## config.mk

```make
export PLATFORM = sky130hd
export DESIGN_NAME = sfq_cell
export DESIGN_NICKNAME = d
export VERILOG_FILES = /design/src/sv/sfq_pkg.sv /design/src/sv/sfq_cell.sv
export SDC_FILE = /design/constraint.sdc
export NUM_CORES = 1
export LEC_CHECK = 0
export ABC_AREA = 1
export BUFFER_PORTS_ARGS = -buffer_cell sky130_fd_sc_hd__clkbuf_2
export CAP_MARGIN = 10
export CORE_MARGIN = 10
export CORE_UTILIZATION = 30
export DETAILED_ROUTE_END_ITERATION = 16
export PLACE_DENSITY = 0.72
export SYNTH_ARGS = -nofsm -noshare
export SYNTH_HDL_FRONTEND = slang
export SYNTH_SLANG_ARGS = --single-unit
```

## constraint.sdc

```tcl
create_clock -name clk -period 3.7 [get_ports clk]
set_input_delay 0.74 -clock clk [delete_from_list [all_inputs] [get_ports clk]]
set_output_delay 0.74 -clock clk [all_outputs]
set_load 0.01 [all_outputs]
```

## src/sv/sfq_pkg.sv

```systemverilog
package sfq_pkg;

    typedef enum logic [1:0] {
        OP_INSERT = 2'd0,
        OP_POP    = 2'd1,
        OP_CLEAR  = 2'd2
    } sfq_op_t;

    typedef struct packed {
        logic [1:0]  operation;
        logic [15:0] net_index;
        logic        fault_kind;
        logic [15:0] detect_count;
        logic        already_detected;
        logic        under_test;
    } sfq_cmd_t;

    typedef struct packed {
        logic        pop_valid;
        logic [15:0] out_net_index;
        logic        out_fault_kind;
        logic [15:0] out_detect_count;
        logic        inserted;
        logic        overflow;
        logic [6:0]  occupancy;
        logic        nonempty;
    } sfq_result_t;

    // One queue entry as it moves along the chain.
    typedef struct packed {
        logic        valid;
        logic [15:0] net;
        logic        ftype;
        logic [15:0] count;
    } sfq_entry_t;

    // Broadcast control from the top level to every cell.
    typedef struct packed {
        logic        insert;
        logic        pop;
        logic        clear;
        logic [15:0] key;
    } sfq_ctrl_t;

endpackage

```

## src/sv/sfq_cell.sv

```systemverilog
module sfq_cell (
    input  logic               clk,
    input  logic               rst_n,
    input  sfq_pkg::sfq_ctrl_t ctrl,
    input  sfq_pkg::sfq_entry_t new_entry,
    input  sfq_pkg::sfq_entry_t left_entry,
    input  logic               left_keep,
    input  sfq_pkg::sfq_entry_t right_entry,
    output sfq_pkg::sfq_entry_t entry,
    output logic               keep
);

    logic        valid_reg;
    logic        valid_next;
    logic [15:0] net_reg;
    logic [15:0] net_next;
    logic        ftype_reg;
    logic        ftype_next;
    logic [15:0] count_reg;
    logic [15:0] count_next;

    // A held entry with a count not above the new key stays put, so equal
    // keys keep their arrival order.
    assign keep = valid_reg && (count_reg <= ctrl.key);

    assign entry.valid = valid_reg;
    assign entry.net   = net_reg;
    assign entry.ftype = ftype_reg;
    assign entry.count = count_reg;

    always_comb
    begin
        valid_next = valid_reg;
        net_next   = net_reg;
        ftype_next = ftype_reg;
        count_next = count_reg;
        if (ctrl.clear)
        begin
            valid_next = 1'b0;
        end
        else if (ctrl.pop)
        begin
            valid_next = right_entry.valid;
            net_next   = right_entry.net;
            ftype_next = right_entry.ftype;
            count_next = right_entry.count;
        end
        else if (ctrl.insert && !keep)
        begin
            if (left_keep)
            begin
                valid_next = new_entry.valid;
                net_next   = new_entry.net;
                ftype_next = new_entry.ftype;
                count_next = new_entry.count;
            end
            else
            begin
                valid_next = left_entry.valid;
                net_next   = left_entry.net;
                ftype_next = left_entry.ftype;
                count_next = left_entry.count;
            end
        end
    end

    always_ff @(posedge clk or negedge rst_n)
    begin
        if (!rst_n)
        begin
            valid_reg <= 1'b0;
        end
        else
        begin
            valid_reg <= valid_next;
        end
    end

    always_ff @(posedge clk)
    begin
        net_reg   <= net_next;
        ftype_reg <= ftype_next;
        count_reg <= count_next;
    end

endmodule

```

==> impl_metrics.toml, run 1 <==
[global_routing]
grt_max_degree = 37
first_global_vias = 2521
grt_first_pass_wirelength_um = 12400
antenna_found_initial = 0
grt_overflow = 0
grt.total_usage_pct = 13.5

[cells_and_area]
fillCellCount = 734
ff_latch_area_mm2 = 0.00102
multi_input_area_mm2 = 0.00101
drive_above_1_share_pct = 41.7
antenna_cells = 0
num-nets-final = 561
fin_cells = 518
area_growth_pct = 44.5

[synthesis]
synth-seq-area-share_pct = 46.7
synth_top_area_share_pct = 45.6
yosysWarningCount = 0
synth_top_area_cell = "edfxtp_1"
syn_inst = 268
syn_area_mm2 = 0.00217
synthFlopType = "edfxtp_1"
ys_seq_elements = 34
ys_types = 20
syn_nets = 408
synth_common_cells = "a21oi_1, nand2_1, nor2_1"
synthArstFlopShare_pct = 2.94
yosysMostFrequentCell = "a21oi_1"
synth_area_leaders = "edfxtp_1, a21oi_1, nand2_1, ha_1, nor2_1"
synth.avg_cell_area_um2 = 8.11
synth_edf_count = 33

[power]
ir_worst_vdd_v = 0.000152
power_density_mw_per_mm2 = 312
p_leak_nw = 1.63

[placed_design]
place_congestion = 0.787
dp_hpwl_um = 6460
dpl.cell_count = 510
port-buffer-count = 158

[timing]
worstMarginPinSlew_ps = 582
min_period_ps = 2740
fmax_ghz = 0.365
slew_headroom_pct = 61.1
skew_ps = 11.1
holdWs_ps = 215
maxSlewViolCount = 0
post-route-period-util_pct = 74.1
setup_tns_ps = 0
setup_viol = 0
hold_violations = 0
rsz0062_at_grt = "no"

[setup_path]
cp.required_ps = 2960
cp_data_arrival_time_ps = 2000
start_kind = "input port"
critical_path_peak_fanout = 2
path_class = "input port to output pin"
setup.worst_path.end_class = "output pin"

[floorplanning]
die_w_um = 105
start_util_pct = 31.5
io_pins = 159
die_area_mm2 = 0.0111
coreArea_mm2 = 0.00691
num_rows = 30
die_y_um = 105

[drt]
drcViolationCount = 0
vias_per_cell = 4.63
drtIter0Drc = 99
wire_per_inst_um = 15.3
final_antenna_net_count = 0
dr_total_vias = 2400
firstDrtPassIters = 4
wl_um = 7910

[clock_tree]
holdBufCountCts = 0
cts.sinks = 34
cts_made_buffers = 5
clock_path_buffers = 2
cts.clk_slew.worst_paths_ps = 70
cts_tree = "done"
cts_setup_buffers = 0
cts-htree-levels = 2
ctsResizeCount = 0
clock_latency_ps = 280
clock-root-buffer = "clkbuf_8"

[worst_hold_path]
min_path_type = "input port to async pin"

[outcome]
run_status = "complete, no violations"

[job]
cap_violations = 0
-- power breakdown --
group	leakage, nW	internal (mW)	switching, mW
registers	0.326	0.460	0.0131
logic	1.26	0.116	0.139
clock network	0.0407	0.125	0.126
total	1.63	0.702	0.279
-- cell families after synthesis --
| group | count (synthesis) | share of synthesized area [%] |
|---|---|---|
| AND/OR/NAND/NOR | 102 | 18.6 |
| AO/OA/AOI/OAI | 77 | 17.9 |
| buffers and inverters | 39 | 7.54 |
| flip-flops | 34 | 46.7 |
| adder cells (fa/ha/maj) | 16 | 9.21 |
-- critical path: stages --
cell and delay, ps:
clkbuf_2 70, inv_1 30, ha_1 310, nand2_1 80, nand2_1 60, nand3_1 60, nand2_1 50, a21oi_1 150
nand2_1 70, nand2_1 100, nand2_2 70, inv_1 70, clkbuf_2 130
-- layer usage --
metal | up-vias | global-route usage [%] | wire length [um]
li1 | 1212 | - | -
met1 | 1088 | 14.3 | 3070
met2 | 95 | 24.7 | 4150
met3 | 5 | 4.73 | 590
met4 | 0 | 3.82 | 90
met5 | - | 0 | 0
-- layout by cell type, fill, tap and decap left out, drive strengths merged --
master	count
clkbuf	163
edfxtp	33
nand4	1
inv	23
buf	4
a21o	1
ha	16
nor3	1
a21oi	73
o22ai	1
nand2	57
dfrtp	1
nor2	40
clkinv	3
nand3	3
o21ai	2
-- per-stage QoR --
| stage | area, um2 | util (%) | setup WS [ps] | power (mW) |
|---|---|---|---|---|
| after floorplan | 2170 | - | 50.3 | 0.611 |
| after global placement | 3060 | 44.3 | 886 | 0.732 |
| after detailed placement | 3060 | 44.3 | 807 | 0.740 |
| after CTS | 3140 | 45.5 | 946 | 0.993 |
| after global routing | 3140 | 45.5 | 787 | 1.04 |
| final | 3140 | 45.5 | 958 | 0.980 |
-- final timing paths --
path / startpoint / endpoint / slack, ps / cells after the start
worst min-delay path: rst_n / valid_reg / 210 / 1
max in group asynchronous: rst_n / valid_reg / 3400 / 1
worst max register to register: count_reg[15] / count_reg[12] / 1250 / 10
worst min register to register: valid_reg / valid_reg / 570 / 2
worst max-delay path: ctrl[9] / keep / 960 / 13
min in group clk: valid_reg / valid_reg / 570 / 2
-- final cells by class --
cell class                 instances  area share, %
timing repair buffer             162           26.5
clock buffer                       5           2.19
inverter                          23           2.75
tap                               96           3.82
sequential                        34           32.3
clock inverter                     3          0.358
multi-input combinational        195           32.0
No activity file was read; power rests on OpenSTA's default activity.
==> run 2, diff against run 1 <==
--- a/config.mk
+++ b/config.mk
@@ -11,7 +11,7 @@
 export CORE_MARGIN = 10
 export CORE_UTILIZATION = 30
 export DETAILED_ROUTE_END_ITERATION = 16
-export PLACE_DENSITY = 0.72
+export PLACE_DENSITY = 0.75
 export SYNTH_ARGS = -nofsm -noshare
 export SYNTH_HDL_FRONTEND = slang
 export SYNTH_SLANG_ARGS = --single-unit
==> constraint.sdc (replaced) <==
create_clock -name clk -period 2.3 [get_ports clk]
set_input_delay 0.46 -clock clk [delete_from_list [all_inputs] [get_ports clk]]
set_output_delay 0.46 -clock clk [all_outputs]
set_load 0.01 [all_outputs]
==> run 2 against run 1 <==
Effect of this change: clock-buffer cell count rose by 2; largest cell class is now multi-input combinational cells; sequential power rose by 61%; core utilization rose by 3.9 points; highest routed layer unchanged; critical endpoint is now count_reg[13]; first-iteration DRC count fell by 6.1%; via count rose by 1.6%; total power rose by 81%; sequential share of layout area fell by 2.6 points; wire length rose by 3.0%; combinational power rose by 86%.
==> impl_metrics.toml, run 2 (synthesis gave the netlist of run 1 again) <==
[outcome]
run_status = "complete, no violations"

[cells_and_area]
layout_common_cells = "clkbuf_2, a21oi_1, nand2_1"
final_common_cell = "clkbuf_2"
drive_above_1_share_pct = 46.5
fin_cells = 530
num-nets-final = 573
area_growth_pct = 56.8
post-route-util_pct = 49.4
antenna_cells = 0

[floorplanning]
die_y_um = 105
die_area_mm2 = 0.0111
coreArea_mm2 = 0.00691
num_rows = 30
io_pins = 159
die_w_um = 105
start_util_pct = 31.5

[drt]
vias_per_cell = 4.60
wire_per_inst_um = 15.4
drtIter0Drc = 93
wl_um = 8150
dr_total_vias = 2438
final_antenna_net_count = 0
drcViolationCount = 0
firstDrtPassIters = 4

[global_routing]
antenna_found_initial = 0
grt_max_degree = 35
grt_overflow = 0
grt.total_usage_pct = 13.7
grt_first_pass_wirelength_um = 12500
first_global_vias = 2602

[power]
ir_worst_vdd_v = 0.000199
p_comb_share_pct = 26.7
p_total_mw = 1.77
p_switching_mw = 0.478
clkPwrFrac_pct = 30.3
p_int_mw = 1.30
p_sw_share_pct = 26.9
power_density_mw_per_mm2 = 520
p_leak_nw = 1.72
pwr-share-seq_pct = 43.0

[timing]
skew_ps = 10.9
worst_slack_ps = 89.3
hold_violations = 0
setup_viol = 0
min_period_ps = 2210
setup_tns_ps = 0
post-route-period-util_pct = 96.1
maxSlewViolCount = 0
rsz0062_at_grt = "yes"
worstMarginPinSlew_ps = 587
fmax_ghz = 0.452
slew_headroom_pct = 60.8

[clock_tree]
cts_made_buffers = 5
cts_tree = "done"
cts.clk_slew.worst_paths_ps = 70
clock_path_buffers = 2
clock_latency_ps = 280
clock-root-buffer = "clkbuf_8"
cts.sinks = 34
cts-htree-levels = 2

[setup_path]
crit_family = "simple AND/OR/NAND/NOR gates"
rr_worst_depth = 12
cp_data_arrival_time_ps = 2200
cp.required_ps = 2290
cp_cell_sequence = "ha_4 > nand2_2 > nor3_2 > nand2_1 > nand2_1 > nand2_2 > nand2_2 > buf_4 > nand2_4 > a21oi_4 > buf_6 > buf_12"
critical_path_peak_fanout = 10
rrSetupSlack_ps = 90
max_stage_delay_ps = 440
start_kind = "register"
worst-path-stages = 12
worst_path_most_repeated_cell = "nand2_2"
worstReg2RegEnd = "count_reg[13]"
path_buf_inv = 3
setup.worst_path.end_class = "register"
reg2reg_from = "count_reg[13]"
path_class = "register to register"
critical-path-slowest-cell = "edfxtp_1"

[placed_design]
dpl.cell_count = 512
pre_cts_slack_ps = 55.4
port-buffer-count = 158
dp_hpwl_um = 6580
place_congestion = 0.783

[worst_hold_path]
min_path_type = "input port to async pin"

[job]
cap_violations = 0
run 2: changes by cell type in the layout (fill, tap and decap cells not counted), sizes merged:
cell | previous run | this run
dlygate4sd3 | 0 | 1
clkbuf | 163 | 166
buf | 4 | 14
bufinv | 0 | 1
clkinv | 3 | 0
run 2: worst max-delay path by stage:
stage	startpoint	end	slack [ps]
final	count_reg[13]	count_reg[13]	90
after global routing	count_reg[1]	net_reg[13]	-40
after CTS	count_reg[9]	keep	10
after detailed placement	ctrl[14]	count_reg[13]	60
after global placement	ctrl[11]	count_reg[10]	120
after floorplan	ctrl[5]	count_reg[0]	2
run 2: area by class of cell:
| class | instances | area [um2] |
|---|---|---|
| Clock buffer | 7 | 76.3 |
| Clock inverter | 1 | 30.0 |
| Fill cell | 685 | 3500 |
| Inverter | 23 | 86.3 |
| Multi-Input combinational cell | 195 | 1090 |
| Sequential cell | 34 | 1020 |
| Tap cell | 96 | 120 |
| Timing Repair Buffer | 174 | 991 |
run 2: layer usage:
metal	global-route usage, %	vias to the layer above	part of all wire (%)
li1	-	1231	-
met1	14.4	1090	37
met2	25.0	111	53
met3	4.73	6	8.4
met4	4.12	0	1.0
met5	0	-	0
run 2: metrics by stage:
step,hold WS (ps),instance area [um2]
floorplan,164,2200
detailed placement,249,3100
finish,490,3410
global route,498,3410
CTS,487,3230
global placement,250,3100
run 2: power groups by stage:
| stage | logic [mW] | registers, mW | clock network (mW) |
|---|---|---|---|
| 6_report | 0.474 | 0.763 | 0.538 |
| 5_1_grt | 0.534 | 0.768 | 0.579 |
| 4_1_cts | 0.429 | 0.761 | 0.550 |
| 3_5_place_dp | 0.423 | 0.775 | 0 |
| 3_3_place_gp | 0.412 | 0.773 | 0 |
| 2_1_floorplan | 0.193 | 0.792 | 0 |
run 2: repair_timing:
action / 4_1_cts / 5_1_grt
hold buffers: 1 / 0
endpoints found under the hold margin: 1 / 0
buffers inserted: 1 / 5
cloned: 0 / 3
pin swaps: 0 / 11
setup endpoints to repair: 1 / 1
gates resized for setup: 0 / 18
